File: config.mk
export PLATFORM = sky130hd
export DESIGN_NAME = quaternion_boxcar_decimator
export DESIGN_NICKNAME = d
export VERILOG_FILES = /design/src/rtl/qbd_pkg.sv /design/src/rtl/quaternion_boxcar_decimator.sv /design/src/rtl/qbd_divider.sv
export SDC_FILE = /design/constraint.sdc
export NUM_CORES = 2
export LEC_CHECK = 0
export ABC_AREA = 1
export BUFFER_PORTS_ARGS = -buffer_cell sky130_fd_sc_hd__buf_2
export CAP_MARGIN = 20
export CELL_PAD_IN_SITES_DETAIL_PLACEMENT = 2
export CELL_PAD_IN_SITES_GLOBAL_PLACEMENT = 2
export CORE_MARGIN = 4
export CORE_UTILIZATION = 34
export DETAILED_ROUTE_END_ITERATION = 10
export MAX_ROUTING_LAYER = met4
export PLACE_DENSITY = 0.82
export RECOVER_POWER = 25
export SLEW_MARGIN = 20
export SYNTH_ARGS = -nofsm -noshare
export SYNTH_HDL_FRONTEND = slang
export SYNTH_SLANG_ARGS = --single-unit
export TNS_END_PERCENT = 50
File: constraint.sdc
create_clock -name clock -period 18.3 [get_ports clock]
set_clock_uncertainty 0.1 [all_clocks]
set_input_delay 2.745 -clock clock [delete_from_list [all_inputs] [get_ports clock]]
set_output_delay 2.745 -clock clock [all_outputs]
set_load 0.03 [all_outputs]
File: src/rtl/qbd_pkg.sv
// Package for the quaternion boxcar decimator: types and constants.
package qbd_pkg;

   localparam int NumScalar = 4;
   localparam int MaxRatio = 256;
   localparam int QuatFracBits = 14;
   localparam int RatioWidth = 9;
   localparam int QuatSumWidth = 24;
   localparam int ScalarSumWidth = 32;

   localparam logic [RatioWidth-1:0] RatioMax = RatioWidth'(MaxRatio);

   typedef struct packed {
      logic signed [15:0] quat_w;
      logic signed [15:0] quat_x;
      logic signed [15:0] quat_y;
      logic signed [15:0] quat_z;
      logic signed [23:0] scalar_a;
      logic signed [23:0] scalar_b;
      logic signed [23:0] scalar_c;
      logic signed [23:0] scalar_d;
      logic [31:0]        stamp;
      logic [15:0]        status;
   } req_payload_type;

   typedef struct packed {
      logic signed [15:0] avg_quat_w;
      logic signed [15:0] avg_quat_x;
      logic signed [15:0] avg_quat_y;
      logic signed [15:0] avg_quat_z;
      logic signed [23:0] avg_scalar_a;
      logic signed [23:0] avg_scalar_b;
      logic signed [23:0] avg_scalar_c;
      logic signed [23:0] avg_scalar_d;
      logic [31:0]        last_stamp;
      logic [15:0]        last_status;
   } rsp_payload_type;

   // Divider unit command and status
   typedef struct packed {
      logic        start;
      logic [63:0] dividend;
      logic [63:0] divisor;
   } div_cmd_type;

   typedef struct packed {
      logic        busy;
      logic        done;
      logic [63:0] quotient;
   } div_sts_type;

endpackage

File: src/rtl/quaternion_boxcar_decimator.sv
// Quaternion boxcar decimator: top level with sequencer and shared datapath.
// Each sample takes a dot product with the running sum, then a sum update; the first of a
// window only loads the sums. A closing sample then adds 4 squares, 25 root steps, 8 divides
// (the four quaternion divides are skipped for an all-zero quaternion sum) and 1 output step.
// One transaction at a time; req_stall is high while the sequencer is busy, and a finished
// result waits in its own register. Sync active-high reset clears state, ratio, count, sums, stamp, status, valid.
module quaternion_boxcar_decimator import qbd_pkg::*; (
   input  logic            clock,
   input  logic            reset,
   input  logic            req_valid,
   output logic            req_stall,
   input  req_payload_type req_payload,
   output logic            rsp_valid,
   input  logic            rsp_stall,
   output rsp_payload_type rsp_payload,
   input  logic            csr_write,
   input  logic [8:0]      csr_wdata
);

   localparam logic [3:0] StIdle = 4'd0;
   localparam logic [3:0] StDot  = 4'd1;
   localparam logic [3:0] StAdd  = 4'd2;
   localparam logic [3:0] StSq   = 4'd3;
   localparam logic [3:0] StRoot = 4'd4;
   localparam logic [3:0] StQDiv = 4'd5;
   localparam logic [3:0] StSDiv = 4'd6;
   localparam logic [3:0] StWait = 4'd7;
   localparam logic [3:0] StOut  = 4'd8;

   logic [3:0]  state_ff, state_in;
   logic [RatioWidth-1:0] ratio_ff, ratio_in;
   logic [RatioWidth-1:0] count_ff, count_in;
   logic signed [QuatSumWidth-1:0]   qsum_ff [4];
   logic signed [QuatSumWidth-1:0]   qsum_in [4];
   logic signed [ScalarSumWidth-1:0] ssum_ff [NumScalar];
   logic signed [ScalarSumWidth-1:0] ssum_in [NumScalar];
   logic [31:0] stamp_ff, stamp_in;
   logic [15:0] status_ff, status_in;
   req_payload_type item_ff, item_in;
   logic [1:0]  idx_ff, idx_in;
   logic signed [49:0] acc_ff, acc_in;
   logic [5:0]  step_ff, step_in;
   logic [49:0] rem_ff, rem_in;
   logic [24:0] root_ff, root_in;
   logic        neg_ff, neg_in;
   logic        rsp_valid_ff, rsp_valid_in;
   rsp_payload_type rsp_ff, rsp_in;
   rsp_payload_type res_ff, res_in;

   logic signed [15:0] qin [4];
   logic signed [23:0] sin [NumScalar];
   logic signed [QuatSumWidth-1:0] mul_a;
   logic signed [QuatSumWidth-1:0] mul_b;
   logic signed [47:0] prod;
   logic signed [QuatSumWidth:0] qadd;
   logic signed [ScalarSumWidth:0] sadd;
   logic [49:0] rtrial;
   logic [49:0] rpart;
   logic [63:0] mag;
   logic        sign_in;
   logic [63:0] qmag;
   div_cmd_type dcmd;
   div_sts_type dsts;
   logic [63:0] squot;
   logic        accept;

   qbd_divider u_div (.clock(clock), .reset(reset), .cmd(dcmd), .sts(dsts));

   assign qin[0] = item_ff.quat_w;
   assign qin[1] = item_ff.quat_x;
   assign qin[2] = item_ff.quat_y;
   assign qin[3] = item_ff.quat_z;
   assign sin[0] = item_ff.scalar_a;
   assign sin[1] = item_ff.scalar_b;
   assign sin[2] = item_ff.scalar_c;
   assign sin[3] = item_ff.scalar_d;

   assign req_stall = (state_ff != StIdle);
   assign accept    = req_valid && !req_stall;

   // Shared multiplier
   assign mul_a = qsum_ff[idx_ff];
   assign mul_b = (state_ff == StDot) ? QuatSumWidth'(qin[idx_ff]) : qsum_ff[idx_ff];
   assign prod  = mul_a * mul_b;

   assign qadd  = {qsum_ff[idx_ff][QuatSumWidth-1], qsum_ff[idx_ff]}
                + (acc_ff < 0 ? -(QuatSumWidth+1)'(qin[idx_ff])
                              : (QuatSumWidth+1)'(qin[idx_ff]));
   assign sadd  = {ssum_ff[idx_ff][ScalarSumWidth-1], ssum_ff[idx_ff]}
                + (ScalarSumWidth+1)'(sin[idx_ff]);

   // Square root: two bits of the sum of squares per step
   assign rtrial = 50'({root_ff, 2'b01});
   assign rpart  = {acc_ff[47:0], rem_ff[49:48]};

   assign sign_in = (state_ff == StQDiv) ? qsum_ff[idx_ff][QuatSumWidth-1]
                                          : ssum_ff[idx_ff][ScalarSumWidth-1];
   assign qmag  = 64'(qsum_ff[idx_ff][QuatSumWidth-1] ?
                      -(QuatSumWidth+1)'(qsum_ff[idx_ff]) : (QuatSumWidth+1)'(qsum_ff[idx_ff]));
   assign mag   = (state_ff == StQDiv) ? (qmag << QuatFracBits)
                 : 64'(ssum_ff[idx_ff][ScalarSumWidth-1] ?
                       -33'(ssum_ff[idx_ff]) : 33'(ssum_ff[idx_ff]));
   assign squot = neg_ff ? -dsts.quotient : dsts.quotient;

   always_comb begin
      state_in     = state_ff;
      ratio_in     = ratio_ff;
      count_in     = count_ff;
      qsum_in      = qsum_ff;
      ssum_in      = ssum_ff;
      stamp_in     = stamp_ff;
      status_in    = status_ff;
      item_in      = item_ff;
      idx_in       = idx_ff;
      acc_in       = acc_ff;
      step_in      = step_ff;
      rem_in       = rem_ff;
      root_in      = root_ff;
      neg_in       = neg_ff;
      rsp_valid_in = rsp_valid_ff;
      rsp_in       = rsp_ff;
      res_in       = res_ff;
      dcmd.start    = 1'b0;
      dcmd.dividend = mag;
      dcmd.divisor  = 64'(root_ff);
      if (rsp_valid_ff && !rsp_stall) begin
         rsp_valid_in = 1'b0;
      end
      case (state_ff)
         StIdle: begin
            if (accept && ratio_ff != '0) begin
               item_in  = req_payload;
               idx_in   = '0;
               acc_in   = '0;
               state_in = StDot;
            end
         end
         StDot: begin
            if (count_ff == '0) begin
               for (int i = 0; i < 4; i++) qsum_in[i] = QuatSumWidth'(qin[i]);
               for (int i = 0; i < NumScalar; i++)
                  ssum_in[i] = ScalarSumWidth'(sin[i]);
               count_in = RatioWidth'(1);
               stamp_in = item_ff.stamp;
               status_in = item_ff.status;
               idx_in   = '0;
               state_in = StSq;
               acc_in   = '0;
               if (RatioWidth'(1) < ratio_ff) state_in = StIdle;
            end else begin
               acc_in = acc_ff + 50'(prod);
               if (idx_ff == 2'd3) begin
                  idx_in   = '0;
                  state_in = StAdd;
               end else begin
                  idx_in = idx_ff + 2'd1;
               end
            end
         end
         StAdd: begin
            if (qadd > (QuatSumWidth+1)'(2**(QuatSumWidth-1) - 1))
               qsum_in[idx_ff] = QuatSumWidth'(2**(QuatSumWidth-1) - 1);
            else if (qadd < -(QuatSumWidth+1)'(2**(QuatSumWidth-1)))
               qsum_in[idx_ff] = QuatSumWidth'(-(2**(QuatSumWidth-1)));
            else
               qsum_in[idx_ff] = qadd[QuatSumWidth-1:0];
            if (sadd > (ScalarSumWidth+1)'(33'sh0_7FFF_FFFF))
               ssum_in[idx_ff] = 32'sh7FFF_FFFF;
            else if (sadd < 33'sh1_8000_0000)
               ssum_in[idx_ff] = 32'sh8000_0000;
            else
               ssum_in[idx_ff] = sadd[ScalarSumWidth-1:0];
            if (idx_ff == 2'd3) begin
               count_in  = count_ff + RatioWidth'(1);
               stamp_in  = item_ff.stamp;
               status_in = item_ff.status;
               idx_in    = '0;
               acc_in    = '0;
               state_in  = (count_ff + RatioWidth'(1) < ratio_ff) ? StIdle : StSq;
            end else begin
               idx_in = idx_ff + 2'd1;
            end
         end
         StSq: begin
            acc_in = acc_ff + 50'(prod);
            if (idx_ff == 2'd3) begin
               rem_in   = acc_ff + 50'(prod);
               acc_in   = '0;
               root_in  = '0;
               step_in  = 6'd25;
               state_in = StRoot;
            end else begin
               idx_in = idx_ff + 2'd1;
            end
         end
         StRoot: begin
            rem_in = {rem_ff[47:0], 2'b00};
            if (rpart >= rtrial) begin
               acc_in  = rpart - rtrial;
               root_in = {root_ff[23:0], 1'b1};
            end else begin
               acc_in  = rpart;
               root_in = {root_ff[23:0], 1'b0};
            end
            step_in = step_ff - 6'd1;
            if (step_ff == 6'd1) begin
               idx_in   = '0;
               state_in = StQDiv;
            end
         end
         StQDiv, StSDiv: begin
            if (!dsts.busy) begin
               dcmd.start = 1'b1;
               if (state_ff == StSDiv) dcmd.divisor = 64'(count_ff);
               neg_in   = sign_in;
               state_in = StWait;
               step_in  = {5'd0, state_ff == StSDiv};
               if (state_ff == StQDiv && root_ff == '0) begin
                  dcmd.start = 1'b0;
                  res_in.avg_quat_w = '0;
                  res_in.avg_quat_x = '0;
                  res_in.avg_quat_y = '0;
                  res_in.avg_quat_z = '0;
                  idx_in   = '0;
                  state_in = StSDiv;
               end
            end
         end
         StWait: begin
            if (dsts.done) begin
               if (step_ff[0] == 1'b0) begin
                  case (idx_ff)
                     2'd0: res_in.avg_quat_w = squot[15:0];
                     2'd1: res_in.avg_quat_x = squot[15:0];
                     2'd2: res_in.avg_quat_y = squot[15:0];
                     default: res_in.avg_quat_z = squot[15:0];
                  endcase
               end else begin
                  case (idx_ff)
                     2'd0: res_in.avg_scalar_a = squot[23:0];
                     2'd1: res_in.avg_scalar_b = squot[23:0];
                     2'd2: res_in.avg_scalar_c = squot[23:0];
                     default: res_in.avg_scalar_d = squot[23:0];
                  endcase
               end
               if (idx_ff == 2'd3) begin
                  idx_in   = '0;
                  state_in = step_ff[0] ? StOut : StSDiv;
               end else begin
                  idx_in   = idx_ff + 2'd1;
                  state_in = step_ff[0] ? StSDiv : StQDiv;
               end
            end
         end
         StOut: begin
            if (!rsp_valid_ff || !rsp_stall) begin
               rsp_in             = res_ff;
               rsp_in.last_stamp  = stamp_ff;
               rsp_in.last_status = status_ff;
               rsp_valid_in = 1'b1;
               count_in     = '0;
               state_in     = StIdle;
            end
         end
         default: state_in = StIdle;
      endcase
      if (csr_write) begin
         ratio_in = (csr_wdata > RatioMax) ? RatioMax : csr_wdata;
         count_in = '0;
         for (int i = 0; i < 4; i++) qsum_in[i] = '0;
         for (int i = 0; i < NumScalar; i++) ssum_in[i] = '0;
         stamp_in  = '0;
         status_in = '0;
      end
   end

   always_ff @(posedge clock) begin
      if (reset) begin
         state_ff     <= StIdle;
         ratio_ff     <= '0;
         count_ff     <= '0;
         rsp_valid_ff <= 1'b0;
         stamp_ff     <= '0;
         status_ff    <= '0;
         for (int i = 0; i < 4; i++) qsum_ff[i] <= '0;
         for (int i = 0; i < NumScalar; i++) ssum_ff[i] <= '0;
      end else begin
         state_ff     <= state_in;
         ratio_ff     <= ratio_in;
         count_ff     <= count_in;
         rsp_valid_ff <= rsp_valid_in;
         stamp_ff     <= stamp_in;
         status_ff    <= status_in;
         qsum_ff      <= qsum_in;
         ssum_ff      <= ssum_in;
      end
      item_ff <= item_in;
      idx_ff  <= idx_in;
      acc_ff  <= acc_in;
      step_ff <= step_in;
      rem_ff  <= rem_in;
      root_ff <= root_in;
      neg_ff  <= neg_in;
      rsp_ff  <= rsp_in;
      res_ff  <= res_in;
   end

   assign rsp_valid   = rsp_valid_ff;
   assign rsp_payload = rsp_ff;

   a_hold: assert property (@(posedge clock) disable iff (reset)
      rsp_valid && rsp_stall |=> rsp_valid && $stable(rsp_payload))
      else $error("result changed while stalled");
   a_busy: assert property (@(posedge clock) disable iff (reset)
      state_ff != StIdle |-> req_stall)
      else $error("input taken while busy");
   a_count: assert property (@(posedge clock) disable iff (reset)
      count_ff <= ratio_ff || ratio_ff == '0)
      else $error("count beyond ratio");

endmodule

File: src/rtl/qbd_divider.sv
// Restoring unsigned divider, one quotient bit per cycle.
module qbd_divider import qbd_pkg::*; (
   input  logic        clock,
   input  logic        reset,
   input  div_cmd_type cmd,
   output div_sts_type sts
);

   logic [63:0] rem_ff, rem_in;
   logic [63:0] quo_ff, quo_in;
   logic [63:0] den_ff, den_in;
   logic [6:0]  cnt_ff, cnt_in;
   logic        busy_ff, busy_in;
   logic        done_ff, done_in;
   logic [64:0] trial;

   always_comb begin
      rem_in  = rem_ff;
      quo_in  = quo_ff;
      den_in  = den_ff;
      cnt_in  = cnt_ff;
      busy_in = busy_ff;
      done_in = 1'b0;
      trial   = {rem_ff, quo_ff[63]} - {1'b0, den_ff};
      if (cmd.start) begin
         rem_in  = '0;
         quo_in  = cmd.dividend;
         den_in  = cmd.divisor;
         cnt_in  = 7'd64;
         busy_in = 1'b1;
      end else if (busy_ff) begin
         if (!trial[64]) begin
            rem_in = trial[63:0];
            quo_in = {quo_ff[62:0], 1'b1};
         end else begin
            rem_in = {rem_ff[62:0], quo_ff[63]};
            quo_in = {quo_ff[62:0], 1'b0};
         end
         cnt_in = cnt_ff - 7'd1;
         if (cnt_ff == 7'd1) begin
            busy_in = 1'b0;
            done_in = 1'b1;
         end
      end
   end

   always_ff @(posedge clock) begin
      if (reset) begin
         busy_ff <= 1'b0;
         done_ff <= 1'b0;
         cnt_ff  <= '0;
      end else begin
         busy_ff <= busy_in;
         done_ff <= done_in;
         cnt_ff  <= cnt_in;
      end
      rem_ff <= rem_in;
      quo_ff <= quo_in;
      den_ff <= den_in;
   end

   assign sts.busy     = busy_ff;
   assign sts.done     = done_ff;
   assign sts.quotient = quo_ff;

endmodule
* Yosys cells after proc, flatten, opt, wreduce, memory -nomap -nowiden
Index checks and enable logic that the tools add are counted.
** Storage, ports and cells
- Register bits :: 1206
- Input port bits :: 222
- Output and inout bits :: 210
- Word-level logic and storage cells :: 290
** Cells by class
- Add/sub/neg operators :: 13
- $mul :: 1
- $lt $le $gt $ge :: 11
- Equal/unequal tests :: 29
- Multiplexer cells :: 116
- Bitwise operators :: 16
- Reduce and logical (&&, ||, !) cells :: 48
** Operator list (number)
- 64-bit two-way mux :: 8
- 128-bit two-way mux :: 3
- 96-bit two-way mux :: 4
- 50-bit two-way mux :: 7
- 24-bit two-way mux :: 11
- 128-bit one-hot mux with 2 select lines :: 1
- 50-bit one-hot mux with 5 select lines :: 1
- 96-bit one-hot mux with 2 select lines :: 1
- 160-bit two-way mux :: 1
- 32-bit two-way mux :: 5
- 128-bit bitwise mux :: 1
- 16-bit two-way mux :: 8
- 64-bit one-hot mux with 2 select lines :: 1
- 25-bit two-way mux :: 5
- 124-bit AND :: 1
- 124-bit NOT :: 1
- 124-bit OR :: 1
- 50-bit one-hot mux with 2 select lines :: 1
- 24-bit binary-select mux with 2-bit select :: 2
- 96-bit bitwise mux :: 1
- 92-bit AND :: 1
- 92-bit NOT :: 1
- 92-bit OR :: 1
- 65-bit by 64-bit subtractor with 65-bit output :: 1
- other kinds (78) :: 166

* Logic depth before layout (Yosys ltp)
- Depth in word-level cells :: 11
- Depth in mapped cells :: 43

* Cells and area by module
Synthesis repeated with hierarchy kept, for this count alone.
** Second synthesis, totals
- Cells, all modules :: 12658
- Area total of the unflattened synthesis :: 94792.2 µm²
** Modules (own cells, without submodules)
- quaternion_boxcar_decimator :: times used 1, cells each 10362, area an instance 80290.8 µm²
- qbd_divider :: times used 1, cells each 2296, area an instance 14501.4 µm²

* Worst setup path after synthesis
OpenSTA, ideal clock, no wires.
- Path kind :: input port to flip-flop
- From :: input port req_valid
- To :: register acc_ff[0] (enable)
- Arrival time :: 17.558 ns
- Required time :: 17.667 ns
- Setup slack :: 0.110 ns
- Stages on the path :: 4
- Cell sequence :: nand2_1 > a21oi_1 > nor2_1 > a211oi_1
** Between the ends
- Cells in the longest elaborated chain, start to end :: 4
** RTL lines
- start: declaration :: line quaternion_boxcar_decimator.sv:10 : input logic req_valid,
- 1-bit logical AND :: line quaternion_boxcar_decimator.sv:79 : assign accept = req_valid && !req_stall;
- 1-bit logical AND :: line quaternion_boxcar_decimator.sv:131 : if (accept && ratio_ff != '0) begin
- 2-bit != test (no source line)
- 3-bit AND reduction (no source line)
- end signal: assignment :: line quaternion_boxcar_decimator.sv:299 : acc_ff <= acc_in;
- end: declaration :: line quaternion_boxcar_decimator.sv:41 : logic signed [49:0] acc_ff, acc_in;
Every way passes these cells.
A chain may end at the register's enable or synchronous reset.

* Final worst setup path
- From :: register idx_ff[0]
- To :: register rem_ff[47], data pin
** Between the ends
- Cells in the longest elaborated chain, start to end :: 9
- Elaborated cells between the ends (all ways) :: 12
** RTL lines
- start: declaration :: line quaternion_boxcar_decimator.sv:40 : logic [1:0] idx_ff, idx_in;
- start signal: assignment :: line quaternion_boxcar_decimator.sv:298 : idx_ff <= idx_in;
- 2-bit NOT with 3-bit output (implied by the code) (*) :: line quaternion_boxcar_decimator.sv:82, quaternion_boxcar_decimator.sv:83
- 24-bit binary-select mux with 2-bit select / 16-bit binary-select mux with 2-bit select (equally long branches) :: line quaternion_boxcar_decimator.sv:82, quaternion_boxcar_decimator.sv:83
- 24-bit two-way mux (implied by the code) / 16-bit two-way mux (equally long branches) (2 in a row) :: line quaternion_boxcar_decimator.sv:82, quaternion_boxcar_decimator.sv:83
- 24-bit two-way mux :: line quaternion_boxcar_decimator.sv:83 : assign mul_b = (state_ff == StDot) ? QuatSumWidth'(qin[idx_ff]) : qsum_ff[idx_ff];
- 24-bit by 24-bit multiplier with 48-bit output (*) :: line quaternion_boxcar_decimator.sv:84 : assign prod = mul_a * mul_b;
- 50-bit by 48-bit adder with 50-bit output (*) :: line quaternion_boxcar_decimator.sv:187 : rem_in = acc_ff + 50'(prod);
- 50-bit two-way mux (*) :: line quaternion_boxcar_decimator.sv:186 : if (idx_ff == 2'd3) begin
- 50-bit one-hot mux with 2 select lines (*) :: line quaternion_boxcar_decimator.sv:129 : case (state_ff)
- named net rem_in[47] :: line quaternion_boxcar_decimator.sv:43 : logic [49:0] rem_ff, rem_in;
- end signal: assignment :: line quaternion_boxcar_decimator.sv:301 : rem_ff <= rem_in;
- end: declaration :: line quaternion_boxcar_decimator.sv:43
The timed path passes the listed nets; every way through them passes the cells marked *. The select of a mux whose other input is x is not followed.

==> impl_summary.txt <==
----------------------------------------------------
[Critical path]
  Critical path start-end classification ... reg -> reg
  Total buffers and inverters traversed by the critical path ... 8
  CP top delay family ... adder cells
  Number of cell instances on the worst register-to-register path ... 31
  Type of element launching the critical path ... flop
  Required time of the critical path ... around 19000 ps
  Max FO, Critical Path ... between 40 and 50
  Slowest cell on the critical path ... o21ai_1
  Critical register-to-register path startpoint ... idx_ff[0]
  Maximum single-stage delay on the critical path ... roughly 1100 ps
  Nature of the critical path endpoint ... flop
  Worst flop-to-flop path endpoint ... rem_ff[47]
  Data arrival at the endpoint of the critical path ... about 12000 ps
  R2R Setup Slk ... ~6300 ps

[STA]
  Final setup viols ... 0
  Tcrit/Tclk final ... 0.6547
  Final worst path period need ... approximately 12000 ps
  Slew headroom ... -1.605
  Transition time of the tightest slew-check pin ... 3907 ps
  Number of endpoints with negative hold slack in the final report ... 0
  FMAX ... about 0.083 GHz
  Minimum hold slack ... roughly 240 ps
  Count of pins over their slew limit ... 130
  Unrepaired setup endpoints after global routing ... no
  Setup_tns ... 0 ps

[Logic synthesis]
  Post-Synthesis Net Count ... ~13000
  Number of enable flip-flop cells after synthesis ... 799
  Mapped Cells ... around 12000
  Yosys warns ... 0
  Proportion of netlist area held by the largest area contributor ... 0.2668
  Fraction of synthesized cell area in xor and xnor cells ... 0.02394
  Distinct cell type count of the synthesized netlist ... 60
  Fraction of registers with async set/reset ... 0
  Adder and majority gate portion of the synthesized area ... 0.1902
  Prevailing post-synth register cell ... edfxtp_1
  Post-synthesis average cell area ... around 7.7 um^2
  Compound-cell area share of the yosys netlist ... 0.08561
  Biggest area contributors in the synthesized netlist ... edfxtp_1, fa_1, nand2_1, nor2_1, dfxtp_1
  Simple logic cell fraction of the synthesized area ... 0.2584
  Main combinational cell family by area after synthesis ... simple AND/OR/NAND/NOR gates
  Largest area contributor in the netlist ... edfxtp_1
  Post-synth design cell area ... ~0.090 mm^2
  Post-synthesis sequential element count ... between 1000 and 1500
  Multiplexer share of the synthesized area ... 0
  Sequential fraction of the synthesis area ... 0.3487

[Min path]
  Worst hold-check path type ... reg -> reg
  End point of the worst hold path ... rsp_payload[110]
  Number of cells on the worst hold path ... 0
  HP Start ... res_ff[110]

[Detailed routing]
  Top Metal Used ... met4
  Metal1 wirelength ... between 150 and 200 mm
  Routed wire length ... between 400 and 500 mm
  DRC violations left ... 0
  Average wire per cell in the routed design ... 28.52 um
  Via count ... between 80000 and 90000
  Antenna Nets Post-Route ... 0
  DRT iter0 DRCs ... approximately 7300
  Met3 wire length ... 28.88 mm
  Post-DR vias/cell ... approximately 5.6
  Routed met2 length ... ~210 mm
  Total iterations of the first detailed-routing run ... 6

[GRT]
  Number of global-route vias before repair ... between 90000 and 100k
  Largest net degree at the start of global routing ... 204
  Global-route usage over all layers ... 0.3245
  Initial antenna violation count ... 21
  Aggregate global routing overflow ... 0
  Global-route wire length before repair ... around 650 mm

[Run status]
  Failing checks ... max-capacitance violations, max-slew violations
  Run status ... complete, but fails checks

[CTS]
  CTS Buf Count ... 154
  Number of buffers inserted by hold repair at cts ... 0
  Post-CTS repair timing setup buffer count ... 0
  PostCTS Resize Cnt ... 0
  Clock Latency Late Sink ... slightly below 900 ps
  CTS root buf ... clkbuf_16
  Clock Sinks ... 1167
  CTS HTree Levels ... 4
  Max Buffers Root-to-Sink ... 4
  Clock-pin slew of the registers on the worst-case setup and hold paths ... roughly 70 ps
  CTS tree ... yes

[Floorplan]
  Starting density of the core ... 0.3423
  I/O Pins ... 432
  Die height ... between 500 and 600 um
  DIE WIDTH ... between 500 and 600 um
  Full die area ... approximately 0.27 mm^2
  Row cnt ... between 150 and 200
  Core Region ... roughly 0.26 mm^2

[Placement]
  Global placement routability congestion ... 0.9418
  Final HPWL DP ... about 320 mm
  Placed cells ... approximately 15000
  Count of buffers inserted at the top-level ports ... about 430

[Layout]
  Final cell count without fillers ... about 16000
  Synth-to-layout area growth ... 11.81%
  Share of layout cells above drive strength 1 ... 0.07229
  Fill count ... between 30000 and 40000
  Post-layout nets ... roughly 13000
  Core utilization of the finished layout ... 0.3827

[Run]
  Max-cap violation count ... 3

----------------------------------------------------
-- how the worst max path moves through the flow --
stage	slack, ps	end	from	cells after the start
after global routing	6020	rem_ff[47]	idx_ff[0]	32
final	6320	rem_ff[47]	idx_ff[0]	31
after detailed placement	6520	acc_ff[48]	idx_ff[0]	27
after global placement	6920	acc_ff[48]	idx_ff[0]	27
after CTS	6440	acc_ff[48]	idx_ff[0]	27
after floorplan	110	acc_ff[0]	req_valid	4
-- layout make-up --
class | instances | area (um^2) | area share
Inverter | 1583 | 5954 | 0.05922
Multi-Input combinational cell | 8382 | 50530 | 0.5025
Clock inverter | 83 | 914.6 | 0.009096
Timing Repair Buffer | 573 | 3189 | 0.03172
Clock buffer | 191 | 4177 | 0.04154
Antenna cell | 11 | 27.53 | 0.0002738
Sequential cell | 1167 | 31360 | 0.3119
Tap cell | 3515 | 4398 | 0.04374
-- cells in the final DEF (no fill, tap or decap), drive strengths merged, types with 2 or more instances in the layout --
master | synthesis | final
xnor2 | 107 | 107
o211ai | 29 | 29
o31ai | 7 | 7
nor2 | 1977 | 1977
nand3 | 722 | 722
xor2 | 138 | 138
fa | 669 | 669
nand4 | 153 | 153
a31oi | 29 | 29
a211oi | 11 | 11
or2 | 23 | 23
diode | 0 | 11
a21oi | 579 | 579
a21boi | 8 | 8
o221ai | 2 | 2
a22oi | 6 | 6
inv | 1545 | 1550
o32ai | 2 | 2
o21bai | 20 | 20
nor4 | 24 | 24
a21o | 16 | 16
o41ai | 4 | 4
ha | 297 | 297
o22ai | 37 | 37
nand2 | 2730 | 2730
nand3b | 18 | 18
o21a | 17 | 17
and3 | 2 | 2
a32o | 3 | 3
bufinv | 0 | 16
edfxtp | 799 | 799
clkinvlp | 0 | 11
nor4b | 2 | 2
clkbuf | 389 | 265
buf | 191 | 499
dfxtp | 368 | 368
clkinv | 38 | 89
nor3 | 77 | 77
a32oi | 3 | 3
o21ai | 663 | 663
-- state kept, by name (all words and copies together), names as in the netlist, 7 cells and up --
name	cells
u_div.cnt_ff	7
u_div.quo_ff	64
stamp_ff	32
rem_ff	50
rsp_payload	208
u_div.rem_ff	64
res_ff	160
acc_ff	50
ratio_ff	9
status_ff	16
item_ff	208
count_ff	9
ssum_ff	128
root_ff	25
qsum_ff	96
u_div.den_ff	25
-- cells in the mapped netlist (all sizes together), types with 107 or more instances --
cell	count
dfxtp	368
fa	669
nand4	153
buf	191
nand2	2730
xor2	138
nor2	1977
o21ai	663
edfxtp	799
xnor2	107
nand3	722
clkbuf	389
inv	1545
ha	297
a21oi	579
-- stage by stage --
step	worst slack [ps]	instance area (um^2)
after floorplan	109.7	89930
after detailed placement	6524	95460
after global routing	6016	100500
final	6319	100500
after global placement	6917	95430
after CTS	6439	100600
-- cell families after synthesis --
logic type / after synthesis
xor gates and xnor gates: 245
and+or+nand+nor: 5732
buffers and inverters: 2163
adders and majority gates: 966
DFF: 1167
AOI/OAI and AO/OA: 1439
-- per-layer routing --
layer	global-route usage	vias up
li1	-	37460
met1	0.3761	44940
met2	0.5371	3583
met3	0.05182	1257
met4	0.1803	0
met5	-	-
Power is not shown: default switching activity piles up to over one toggle a cycle in this logic, so the estimate is an artifact.
